--- src/design/rlhc_pkg.sv ---
// Shared types, constants and helpers for the rainbow pixel controller.
`timescale 1ns / 1ps

package rlhc_pkg;

	localparam int unsigned HUE_W   = 9;
	localparam int unsigned PCT_W   = 7;
	localparam int unsigned CH_W    = 8;
	localparam int unsigned CFG_W   = 9;
	localparam int unsigned CFG_IDX_W = 2;
	localparam int unsigned W_W     = 13;  // weight up to 6000
	localparam int unsigned P_W     = 20;  // level * weight up to 600000
	localparam int unsigned MUL_W   = 18;
	localparam int unsigned PROD_W  = 2 * MUL_W;

	localparam logic [CFG_IDX_W-1:0] REG_HUE_STEP        = 2'd0;
	localparam logic [CFG_IDX_W-1:0] REG_SATURATION      = 2'd1;
	localparam logic [CFG_IDX_W-1:0] REG_BRIGHTNESS_STEP = 2'd2;

	localparam logic [HUE_W-1:0] HUE_STEP_RST = 9'd2;
	localparam logic [PCT_W-1:0] SAT_RST      = 7'd100;
	localparam logic [PCT_W-1:0] BSTEP_RST    = 7'd10;
	localparam logic [PCT_W-1:0] LEVEL_RST    = 7'd20;
	localparam logic [PCT_W-1:0] PCT_FULL     = 7'd100;

	localparam logic [CH_W-1:0] CMD_TOGGLE_LC = 8'h61;  // 'a'
	localparam logic [CH_W-1:0] CMD_TOGGLE_UC = 8'h41;  // 'A'
	localparam logic [CH_W-1:0] CMD_DIM       = 8'h31;  // '1'
	localparam logic [CH_W-1:0] CMD_BRIGHTEN  = 8'h32;  // '2'

	// full chroma weight: 60*s + 60*(100-s) is always 6000
	localparam logic [W_W-1:0] W_FULL = 13'd6000;
	// floor(y / 625) == (y * RECIP_625) >> 27 for y below 2^18
	localparam logic [MUL_W-1:0] RECIP_625 = 18'd214749;
	localparam int unsigned RECIP_SHIFT = 27;

	typedef enum logic [1:0] {
		COMP_ZERO,
		COMP_X,
		COMP_C
	} comp_t;

	typedef enum logic [1:0] {
		T_IDLE,
		T_CONV,
		T_SEND
	} top_state_t;

	typedef enum logic [1:0] {
		CV_IDLE,
		CV_KS,
		CV_VW,
		CV_RC
	} cv_state_t;

	typedef struct packed {
		logic             go;
		logic [HUE_W-1:0] hue;
		logic [PCT_W-1:0] sat;
		logic [PCT_W-1:0] level;
	} cv_req_t;

	typedef struct packed {
		logic            done;
		logic [CH_W-1:0] red;
		logic [CH_W-1:0] green;
		logic [CH_W-1:0] blue;
	} cv_rsp_t;

	// which component feeds channel ch (0 red, 1 green, 2 blue) in hue sextant sx
	function automatic comp_t comp_sel(input logic [2:0] sx, input logic [1:0] ch);
		comp_t r, g, b, res;
		r = COMP_ZERO;
		g = COMP_ZERO;
		b = COMP_ZERO;
		unique case (sx)
			3'd0: begin r = COMP_C;    g = COMP_X;    b = COMP_ZERO; end
			3'd1: begin r = COMP_X;    g = COMP_C;    b = COMP_ZERO; end
			3'd2: begin r = COMP_ZERO; g = COMP_C;    b = COMP_X;    end
			3'd3: begin r = COMP_ZERO; g = COMP_X;    b = COMP_C;    end
			3'd4: begin r = COMP_X;    g = COMP_ZERO; b = COMP_C;    end
			3'd5: begin r = COMP_C;    g = COMP_ZERO; b = COMP_X;    end
			default: begin r = COMP_ZERO; g = COMP_ZERO; b = COMP_ZERO; end
		endcase
		unique case (ch)
			2'd0: res = r;
			2'd1: res = g;
			2'd2: res = b;
			default: res = COMP_ZERO;
		endcase
		return res;
	endfunction

endpackage

--- src/design/rlhc_if.sv ---
// Valid/ready channel interfaces for request items and pixel items.
`timescale 1ns / 1ps

interface rlhc_req_if;
	logic       valid;
	logic       ready;
	logic       req_type;
	logic [7:0] cmd_byte;

	modport source (output valid, output req_type, output cmd_byte, input ready);
	modport sink   (input valid, input req_type, input cmd_byte, output ready);
endinterface

interface rlhc_pix_if;
	logic       valid;
	logic       ready;
	logic [7:0] red;
	logic [7:0] green;
	logic [7:0] blue;

	modport source (output valid, output red, output green, output blue, input ready);
	modport sink   (input valid, input red, input green, input blue, output ready);
endinterface

--- src/design/rlhc_convert.sv ---
// HSV to RGB conversion on one shared multiplier under a small sequencer.
`timescale 1ns / 1ps

module rlhc_convert (
	input  logic             clk,
	input  logic             arst_n,
	input  rlhc_pkg::cv_req_t req,
	output rlhc_pkg::cv_rsp_t rsp
);
	import rlhc_pkg::*;

	cv_state_t st_q, st_d;

	logic [5:0]       k_q;
	logic [2:0]       sext_q;
	logic [PCT_W-1:0] sat_q;
	logic [PCT_W-1:0] lvl_q;
	logic [W_W-1:0]   base_q;
	logic [W_W-1:0]   wx_q;
	logic [P_W-1:0]   p_q;
	logic [1:0]       ch_q;
	logic [CH_W-1:0]  red_q, green_q, blue_q;
	logic             done_q;

	// front-end decode of the incoming hue
	logic [HUE_W-1:0] t_in;
	logic [2:0]       sext_in;
	logic [5:0]       k_in;
	logic [PCT_W-1:0] sat_in, lvl_in, inv_sat;
	logic [W_W-1:0]   base_in;

	always_comb begin
		priority if (req.hue < 9'd120) begin
			t_in = req.hue;
		end else if (req.hue < 9'd240) begin
			t_in = req.hue - 9'd120;
		end else begin
			t_in = req.hue - 9'd240;
		end
		priority if (req.hue < 9'd60)       sext_in = 3'd0;
		else if (req.hue < 9'd120)          sext_in = 3'd1;
		else if (req.hue < 9'd180)          sext_in = 3'd2;
		else if (req.hue < 9'd240)          sext_in = 3'd3;
		else if (req.hue < 9'd300)          sext_in = 3'd4;
		else                                sext_in = 3'd5;
		k_in    = (t_in >= 9'd60) ? 6'(9'd120 - t_in) : t_in[5:0];
		sat_in  = (req.sat > PCT_FULL) ? PCT_FULL : req.sat;
		lvl_in  = (req.level > PCT_FULL) ? PCT_FULL : req.level;
		inv_sat = PCT_FULL - sat_in;
		// 60 * (100 - s) as 64x - 4x
		base_in = ({6'd0, inv_sat} << 6) - ({6'd0, inv_sat} << 2);
	end

	// shared multiplier and its operand selection
	comp_t             comp;
	logic [W_W-1:0]    w_sel;
	logic [23:0]       x17;
	logic [MUL_W-1:0]  mul_a, mul_b;
	logic [PROD_W-1:0] mul_p;

	always_comb begin
		comp = comp_sel(sext_q, ch_q);
		unique case (comp)
			COMP_C:    w_sel = W_FULL;
			COMP_X:    w_sel = wx_q;
			COMP_ZERO: w_sel = base_q;
			default:   w_sel = base_q;
		endcase
		// 17 * p, then divide by 64 below
		x17 = ({4'd0, p_q} << 4) + {4'd0, p_q};
		unique case (st_q)
			CV_KS: begin
				mul_a = {12'd0, k_q};
				mul_b = {11'd0, sat_q};
			end
			CV_VW: begin
				mul_a = {5'd0, w_sel};
				mul_b = {11'd0, lvl_q};
			end
			CV_RC: begin
				mul_a = x17[23:6];
				mul_b = RECIP_625;
			end
			default: begin
				mul_a = '0;
				mul_b = '0;
			end
		endcase
		mul_p = mul_a * mul_b;
	end

	always_comb begin
		st_d = st_q;
		unique case (st_q)
			CV_IDLE: if (req.go) st_d = CV_KS;
			CV_KS:   st_d = CV_VW;
			CV_VW:   st_d = CV_RC;
			CV_RC:   st_d = (ch_q == 2'd2) ? CV_IDLE : CV_VW;
			default: st_d = CV_IDLE;
		endcase
	end

	always_ff @(posedge clk or negedge arst_n) begin
		if (!arst_n) begin
			st_q   <= CV_IDLE;
			done_q <= 1'b0;
			ch_q   <= 2'd0;
		end else begin
			st_q   <= st_d;
			done_q <= (st_q == CV_RC) && (ch_q == 2'd2);
			if (st_q == CV_KS) begin
				ch_q <= 2'd0;
			end else if (st_q == CV_RC) begin
				ch_q <= ch_q + 2'd1;
			end
		end
	end

	logic [CH_W-1:0] ch_val;
	assign ch_val = mul_p[RECIP_SHIFT+CH_W-1:RECIP_SHIFT];

	always_ff @(posedge clk) begin
		if (st_q == CV_IDLE && req.go) begin
			k_q    <= k_in;
			sext_q <= sext_in;
			sat_q  <= sat_in;
			lvl_q  <= lvl_in;
			base_q <= base_in;
		end
		if (st_q == CV_KS) begin
			wx_q <= mul_p[W_W-1:0] + base_q;
		end
		if (st_q == CV_VW) begin
			p_q <= mul_p[P_W-1:0];
		end
		if (st_q == CV_RC) begin
			unique case (ch_q)
				2'd0:    red_q   <= ch_val;
				2'd1:    green_q <= ch_val;
				default: blue_q  <= ch_val;
			endcase
		end
	end

	assign rsp.done  = done_q;
	assign rsp.red   = red_q;
	assign rsp.green = green_q;
	assign rsp.blue  = blue_q;

endmodule

--- src/design/rainbow_led_hsv_controller.sv ---
// Top level of the rainbow pixel controller: commands, state, handshakes.
//
//  channel | dir | handshake          | payload
//  req     | in  | valid/ready        | req_type, cmd_byte
//  pix     | out | valid/ready        | red, green, blue
//  cfg     | in  | cfg_wr_en, no wait | cfg_index, cfg_data
//
// A command item is taken while idle and gives no result.
// A lit frame tick makes seven passes through the single shared
// multiplier (one for k*s, two per channel), plus hand-over.
// A dark tick skips the converter and loads black in the send state.
// req.ready is high only while idle; a finished pixel waits in the output
// register, and a new item may be taken while it does. Reset is immediate.
`timescale 1ns / 1ps

module rainbow_led_hsv_controller (
	input  logic                           clk,
	input  logic                           arst_n,
	rlhc_req_if.sink                       req,
	rlhc_pix_if.source                     pix,
	input  logic                           cfg_wr_en,
	input  logic [rlhc_pkg::CFG_IDX_W-1:0] cfg_index,
	input  logic [rlhc_pkg::CFG_W-1:0]     cfg_data
);
	import rlhc_pkg::*;

	top_state_t st_q, st_d;

	logic [HUE_W-1:0] hue_step_q;
	logic [PCT_W-1:0] sat_q;
	logic [PCT_W-1:0] bstep_q;
	logic [HUE_W-1:0] hue_q;
	logic [PCT_W-1:0] level_q;
	logic             lit_q;
	logic             dark_q;
	logic             pix_valid_q;
	logic [CH_W-1:0]  red_q, green_q, blue_q;

	cv_req_t cv_req;
	cv_rsp_t cv_rsp;

	logic accept, is_tick, out_free;

	assign accept   = req.valid && req.ready;
	assign is_tick  = req.req_type;
	assign out_free = !pix_valid_q || pix.ready;

	assign req.ready = (st_q == T_IDLE);

	always_comb begin
		st_d = st_q;
		unique case (st_q)
			T_IDLE: begin
				if (accept && is_tick) st_d = lit_q ? T_CONV : T_SEND;
			end
			T_CONV: if (cv_rsp.done) st_d = T_SEND;
			T_SEND: if (out_free) st_d = T_IDLE;
			default: st_d = T_IDLE;
		endcase
	end

	assign cv_req.go    = accept && is_tick && lit_q;
	assign cv_req.hue   = hue_q;
	assign cv_req.sat   = sat_q;
	assign cv_req.level = level_q;

	rlhc_convert u_convert (
		.clk    (clk),
		.arst_n (arst_n),
		.req    (cv_req),
		.rsp    (cv_rsp)
	);

	// next hue, sum stays below 720 + 360 so two conditional subtracts suffice
	logic [HUE_W:0] hue_sum, hue_nxt;
	always_comb begin
		hue_sum = {1'b0, hue_q} + {1'b0, hue_step_q};
		priority if (hue_sum >= 10'd720)      hue_nxt = hue_sum - 10'd720;
		else if (hue_sum >= 10'd360)          hue_nxt = hue_sum - 10'd360;
		else                                  hue_nxt = hue_sum;
	end

	logic [PCT_W:0] level_up;
	assign level_up = {1'b0, level_q} + {1'b0, bstep_q};

	always_ff @(posedge clk or negedge arst_n) begin
		if (!arst_n) begin
			st_q        <= T_IDLE;
			hue_step_q  <= HUE_STEP_RST;
			sat_q       <= SAT_RST;
			bstep_q     <= BSTEP_RST;
			hue_q       <= '0;
			level_q     <= LEVEL_RST;
			lit_q       <= 1'b1;
			dark_q      <= 1'b0;
			pix_valid_q <= 1'b0;
		end else begin
			st_q <= st_d;
			if (cfg_wr_en) begin
				unique case (cfg_index)
					REG_HUE_STEP:        hue_step_q <= cfg_data[HUE_W-1:0];
					REG_SATURATION:      sat_q      <= cfg_data[PCT_W-1:0];
					REG_BRIGHTNESS_STEP: bstep_q    <= cfg_data[PCT_W-1:0];
					default: ;
				endcase
			end
			if (accept) begin
				if (is_tick) begin
					dark_q <= !lit_q;
					if (lit_q) hue_q <= hue_nxt[HUE_W-1:0];
				end else begin
					priority if (req.cmd_byte == CMD_TOGGLE_LC ||
							req.cmd_byte == CMD_TOGGLE_UC) begin
						lit_q <= !lit_q;
					end else if (req.cmd_byte == CMD_DIM) begin
						level_q <= (level_q > bstep_q) ? level_q - bstep_q : '0;
					end else if (req.cmd_byte == CMD_BRIGHTEN) begin
						if (level_q < PCT_FULL) begin
							level_q <= (level_up > {1'b0, PCT_FULL}) ? PCT_FULL
								: level_up[PCT_W-1:0];
						end
					end
				end
			end
			if (st_q == T_SEND && out_free) begin
				pix_valid_q <= 1'b1;
			end else if (pix.ready) begin
				pix_valid_q <= 1'b0;
			end
		end
	end

	always_ff @(posedge clk) begin
		if (st_q == T_SEND && out_free) begin
			red_q   <= dark_q ? '0 : cv_rsp.red;
			green_q <= dark_q ? '0 : cv_rsp.green;
			blue_q  <= dark_q ? '0 : cv_rsp.blue;
		end
	end

	assign pix.valid = pix_valid_q;
	assign pix.red   = red_q;
	assign pix.green = green_q;
	assign pix.blue  = blue_q;

endmodule
--- src/flat_wrapper.sv ---
// flat-port wrapper written by rule: the top's interface ports become plain ports
module rainbow_led_hsv_controller_flat import rlhc_pkg::*;
  (clk, arst_n, cfg_wr_en, cfg_index, cfg_data, req_valid, req_req_type, req_cmd_byte, req_ready, pix_valid, pix_red, pix_green, pix_blue, pix_ready);
  rlhc_req_if req_i ();
  rlhc_pix_if pix_i ();
  input  logic clk;
  input  logic arst_n;
  input  logic cfg_wr_en;
  input  logic [rlhc_pkg::CFG_IDX_W-1:0] cfg_index;
  input  logic [rlhc_pkg::CFG_W-1:0] cfg_data;
  input wire logic [$bits(req_i.valid)-1:0] req_valid;
  input wire logic [$bits(req_i.req_type)-1:0] req_req_type;
  input wire logic [$bits(req_i.cmd_byte)-1:0] req_cmd_byte;
  output wire logic [$bits(req_i.ready)-1:0] req_ready;
  output wire logic [$bits(pix_i.valid)-1:0] pix_valid;
  output wire logic [$bits(pix_i.red)-1:0] pix_red;
  output wire logic [$bits(pix_i.green)-1:0] pix_green;
  output wire logic [$bits(pix_i.blue)-1:0] pix_blue;
  input wire logic [$bits(pix_i.ready)-1:0] pix_ready;
  assign req_i.valid = req_valid;
  assign req_i.req_type = req_req_type;
  assign req_i.cmd_byte = req_cmd_byte;
  assign req_ready = req_i.ready;
  assign pix_valid = pix_i.valid;
  assign pix_red = pix_i.red;
  assign pix_green = pix_i.green;
  assign pix_blue = pix_i.blue;
  assign pix_i.ready = pix_ready;
  rainbow_led_hsv_controller u_core (.clk(clk), .arst_n(arst_n), .req(req_i), .pix(pix_i), .cfg_wr_en(cfg_wr_en), .cfg_index(cfg_index), .cfg_data(cfg_data));
endmodule
--- config.mk ---
export PLATFORM = sky130hd
export DESIGN_NAME = rainbow_led_hsv_controller_flat
export DESIGN_NICKNAME = d
export VERILOG_FILES = /design/src/design/rlhc_pkg.sv /design/src/design/rlhc_if.sv /design/src/design/rlhc_convert.sv /design/src/design/rainbow_led_hsv_controller.sv /design/src/flat_wrapper.sv
export SDC_FILE = /design/constraint.sdc
export NUM_CORES = 1
export LEC_CHECK = 0
export ABC_AREA = 1
export BUFFER_PORTS_ARGS = -buffer_cell sky130_fd_sc_hd__buf_2
export CAP_MARGIN = 20
export CORE_AREA = 5 5 214 154
export DETAILED_ROUTE_END_ITERATION = 7
export DIE_AREA = 0 0 219 159
export GPL_TIMING_DRIVEN = 0
export PLACE_DENSITY = 0.84
export SYNTH_ARGS = -nofsm -noshare
export SYNTH_HDL_FRONTEND = slang
export SYNTH_SLANG_ARGS = --single-unit
--- constraint.sdc ---
create_clock -name clk -period 9.39 [get_ports clk]
set_input_delay 2.817 -clock clk [delete_from_list [all_inputs] [get_ports clk]]
set_output_delay 2.817 -clock clk [all_outputs]
set_load 0.03 [all_outputs]
==> results.json, run 1 <==
{
  "cts_tree": "done",
  "cp.arrival_ns": 8.74,
  "cp.required_ns": 9.58,
  "synth_top_area_share_pct": 18.7,
  "fmax_ghz": 0.117,
  "nets": 2675,
  "seq_area_um2": 4630,
  "grt_overflow": 0,
  "clock-root-buffer": "clkbuf_16",
  "maxSlewViolCount": 0,
  "place.gp.congestion": 1.01,
  "period_share_pct": 91.1,
  "first_global_vias": 14678,
  "dpl_cell_area_um2": 19000,
  "clock_skew_ns": 0.0294,
  "synth.most_common_cell": "inv_1",
  "critPathKind": "reg2reg",
  "yosysTopAreaCell": "edfxtp_1",
  "synthArstFlopShare_pct": 30.2,
  "syn_avg_cell_area_um2": 8.32,
  "n_antenna_cell": 0,
  "clockBufferDepth": 2,
  "maxCapViolations": 0,
  "fp-row-count": 54,
  "drt_first_iter_violations": 1350,
  "synth_area_um2": 18100,
  "synthFlopType": "edfxtp_1",
  "cts_setup_buffers": 0,
  "cp_slowest_cell": "a21oi_1",
  "cts_sinks": 162,
  "status": "complete, no violations",
  "areaGrowthSynthToFinish_pct": 8.36,
  "core_area_um2": 30700,
  "chipHeight_um": 159,
  "ys_top_cells_by_count": "inv_1, nand2_1, ha_1, nor2_1, fa_1",
  "crit_fanout": 10,
  "drc": 0,
  "ys_seq_area_share_pct": 25.6,
  "wire_per_inst_um": 17.0,
  "path_clk_slew_ns": 0.07,
  "drtAntennaViolNets": 0,
  "dieArea_um2": 34800,
  "relSlewSlack_pct": 21.4,
  "final_cells": 2693,
  "setup_viol": 0,
  "hold_class": "reg2reg",
  "vias": 14644,
  "ios": 51,
  "cts_buffers": 17,
  "crit_top_cell": "nand2_1",
  "rsz0062_at_grt": "false",
  "ys_ff_latch": 162,
  "grt_use_total_pct": 26.7,
  "path_delay_family": "adder cells",
  "fillCellCount": 2546,
  "hold_viol": 0,
  "antenna_found_initial": 0,
  "critical-path-max-stage-delay_ns": 0.73,
  "max_slew.worst_pin.slew_ns": 1.18,
  "startpoint_type": "register",
  "multi_input_area_um2": 11300,
  "start_util_pct": 59.1,
  "grt_max_degree": 50,
  "viasPerCell": 5.44,
  "cts-resized-gates": 0,
  "fin_area_um2": 19600,
  "drive_gt1_share_pct": 7.17,
  "synth_area_leaders": "edfxtp_1, fa_1, ha_1",
  "ys.warnings.count": 0,
  "dieWidth_um": 219,
  "wirelength_um": 45700,
  "setup_tns_ns": 0,
  "numPortBuffers": 50,
  "min_period_ns": 8.55,
  "synth-edff-count": 113,
  "firstDrtPassIters": 5,
  "h-tree-depth": 4,
  "path_buf_inv": 6,
  "end_kind": "register",
  "netlist-cell-type-count": 63,
  "hpwlAfterDp_um": 38300,
  "clk_latency_ns": 0.45,
  "synthCells": 2177,
  "grt_pass1_wl_um": 74200,
  "dpl.cell_count": 2659,
  "whs_ns": 0.507,
  "ctsHoldBuffers": 0
}
-- final timing paths --
check / from / end / slack (ns) / cells after the start
worst max register to register: u_core.u_convert.sext_q[1] / u_core.u_convert.wx_q[12] / 0.84 / 33
max in group asynchronous: arst_n / u_core.sat_q[5] / 6.50 / 2
worst min register to register: u_core.bstep_q[3] / u_core.bstep_q[3] / 0.51 / 2
worst min-delay path: u_core.bstep_q[3] / u_core.bstep_q[3] / 0.51 / 2
min in group asynchronous: arst_n / u_core.u_convert.st_q[1] / 2.29 / 1
worst max-delay path: u_core.u_convert.sext_q[1] / u_core.u_convert.wx_q[12] / 0.84 / 33
-- metal layers --
metal  vias up  GRT usage, %  share of wire (%)
met5         -             0                  0
met4         0          5.71                2.0
met3        81          9.33                 12
met2       629          39.0                 42
met1      6995          38.9                 45
li1       6939             -                  -
-- worst min-delay path: cells and delay by family (launching register included) --
family | cells | cell delay, ns
compound gates | 1 | 0.07
flops | 1 | 0.38
simple gates | 1 | 0.05
-- cells by family after synthesis --
kind of cell / share of synthesized area [%]
and+or+nand+nor: 17.1
other: 0.0414
xor gates and xnor gates: 2.78
adders and majority gates: 33.9
DFF: 25.6
AOI/OAI and AO/OA: 8.16
buffers and inverters: 12.3
muxes: 0.124
-- per-stage QoR --
step / util, % / setup slack, ns
floorplan: - / 2.63
global placement: 61.7 / 1.12
detailed placement: 61.9 / 0.929
CTS: 63.9 / 0.912
global route: 64.0 / 0.257
finish: 64.0 / 0.837
-- area by class of cell --
type	count	area share (%)
Multi-Input combinational cell	1439	57.6
Sequential cell	162	23.6
Inverter	558	10.7
Tap cell	420	2.68
Clock buffer	17	2.17
Timing Repair Buffer	56	1.68
Clock inverter	15	1.00
Buffer	26	0.650
-- flip-flops by register name, summed over array words and instances, names as in the netlist, 3 cells and up --
name and cells:
u_core.u_convert.p_q 20, u_core.u_convert.wx_q 13, u_core.hue_q 9, u_core.hue_step_q 9, u_core.u_convert.base_q 9, u_core.pix.blue 8
u_core.pix.green 8, u_core.pix.red 8, u_core.u_convert.blue_q 8, u_core.u_convert.green_q 8, u_core.u_convert.red_q 8, u_core.bstep_q 7
u_core.level_q 7, u_core.sat_q 7, u_core.u_convert.lvl_q 7, u_core.u_convert.sat_q 7, u_core.u_convert.k_q 6, u_core.u_convert.sext_q 3
-- cell usage in the layout, fill, tap and decap left out, types with 40 or more instances in the layout --
master    count
inv_1       553
edfxtp_1    113
buf_2        60
ha_1        221
nand2_1     374
nor2_1      176
fa_1        169
nand3_1      82
a21oi_1     105
xor2_1       41
o21ai_0      88
dfrtp_1      40
Power of run 1 is left out: the tool's default activity adds up to more than one toggle a clock period on the data nets, which glitch-free logic cannot reach.
==> run 2: changes to the inputs <==
PLACE_DENSITY = 0.76   (was 0.84)
SETUP_SLACK_MARGIN = 0.02   (was not set)
TNS_END_PERCENT = 20   (was not set)
==> run 2 against run 1 <==
Net effect: cell count is essentially flat; first-iteration DRC count shrank 13%; critical endpoint is now u_core.u_convert.green_q[6]; sequential share of layout area barely moved; final area about the same; highest routed layer is now met5; register-to-register slack better by 0.08 ns.
==> results.json, run 2 (same netlist as run 1, synthesis figures left out) <==
{
  "status": "complete, no violations",
  "viasPerCell": 5.31,
  "cts_sinks": 162,
  "path_clk_slew_ns": 0.08,
  "ios": 51,
  "hold_viol": 0,
  "place_ws_ns": 1.13,
  "fmax_ghz": 0.118,
  "cts_setup_buffers": 0,
  "grt_pass1_wl_um": 73000,
  "numPortBuffers": 50,
  "critical-path-max-stage-delay_ns": 0.72,
  "wire_per_inst_um": 16.6,
  "chipHeight_um": 159,
  "firstDrtPassIters": 8,
  "cts_tree": "done",
  "nets": 2674,
  "cp.required_ns": 9.54,
  "dieArea_um2": 34800,
  "fillCellCount": 2556,
  "hold_class": "reg2reg",
  "place.gp.congestion": 0.955,
  "setup_tns_ns": 0,
  "drt_first_iter_violations": 1168,
  "critPathKind": "reg2reg",
  "dieWidth_um": 219,
  "h-tree-depth": 4,
  "ctsHoldBuffers": 0,
  "dpl.cell_count": 2660,
  "start_util_pct": 59.1,
  "first_global_vias": 14152,
  "path_buf_inv": 5,
  "final_cell_mix": "inv_1, nand2_1, ha_1",
  "core_area_um2": 30700,
  "cts-resized-gates": 0,
  "grt_overflow": 0,
  "period_share_pct": 90.2,
  "whs_ns": 0.501,
  "clock-root-buffer": "clkbuf_16",
  "areaGrowthSynthToFinish_pct": 8.28,
  "busiest_layer": "met1",
  "cp_slowest_cell": "a21oi_1",
  "use_met1_pct": 39.7,
  "crit_top_cell": "nand2_1",
  "largest_reg_flops": 20,
  "relSlewSlack_pct": 25.1,
  "drive_gt1_share_pct": 7.13,
  "fp-row-count": 54,
  "cp.arrival_ns": 8.63,
  "vias": 14284,
  "drtAntennaViolNets": 0,
  "use_met2_pct": 38.3,
  "clock_skew_ns": 0.0179,
  "maxCapViolations": 0,
  "fin_ws_ns": 0.917,
  "drc": 0,
  "grt_max_degree": 39,
  "min_period_ns": 8.47,
  "regMostFlops": "u_core.u_convert.p_q",
  "layout_commonest_cell": "inv_1",
  "max_slew.worst_pin.slew_ns": 1.12,
  "setup_viol": 0,
  "startpoint_type": "register",
  "reg_top3": "u_core.u_convert.p_q x20, u_core.u_convert.wx_q x13",
  "wirelength_um": 44700,
  "antenna_found_initial": 1,
  "path_delay_family": "adder cells",
  "end_kind": "register",
  "cts_buffers": 17,
  "grt_use_met3_pct": 7.30,
  "rsz0062_at_grt": "false",
  "final_cells": 2692,
  "n_antenna_cell": 0,
  "grt_use_total_pct": 26.2,
  "hpwlAfterDp_um": 37600,
  "clockBufferDepth": 2,
  "maxSlewViolCount": 0,
  "clk_latency_ns": 0.43,
  "crit_fanout": 10
}
-- run 2: layout make-up --
type / instances / area (um2) / share of cell area, %
timing repair buffer: 55 / 315 / 1.61
multi-input combinational: 1439 / 11300 / 57.6
inverter: 558 / 2090 / 10.7
clock buffer: 17 / 425 / 2.17
buffer: 26 / 128 / 0.651
tap: 420 / 526 / 2.68
clock inverter: 15 / 196 / 1.00
sequential: 162 / 4630 / 23.6
-- run 2: worst paths after layout --
path                                       startpoint                          end  slack, ns  cells after the start
max                        u_core.u_convert.sext_q[1]  u_core.u_convert.green_q[6]       0.92                     33
max reg2reg                u_core.u_convert.sext_q[1]  u_core.u_convert.green_q[6]       0.92                     33
min reg2reg                      u_core.hue_step_q[3]         u_core.hue_step_q[3]       0.50                      2
max in group asynchronous                      arst_n            u_core.level_q[2]       6.53                      2
min                              u_core.hue_step_q[3]         u_core.hue_step_q[3]       0.50                      2
min in group asynchronous                      arst_n             u_core.pix.valid       2.27                      1
-- run 2: worst min-delay path, delay by kind of cell (launching register included) --
| kind | cells | cell delay [ns] |
|---|---|---|
| simple gates | 1 | 0.05 |
| compound gates | 1 | 0.06 |
| flops | 1 | 0.35 |
-- run 2: routing by layer --
layer	up-vias	part of all wire [%]
li1	6951	-
met1	6753	47
met2	534	42
met3	44	10
met4	2	1.4
met5	-	0.029
-- run 2: per-stage QoR --
stage / utilization, % / cell area [um2]
after CTS: 64.0 / 19600
after detailed placement: 61.9 / 19000
after global routing: 64.0 / 19600
after global placement: 61.7 / 18900
after floorplan: - / 18100
final: 64.0 / 19600
Power of run 2 is left out for the same reason.
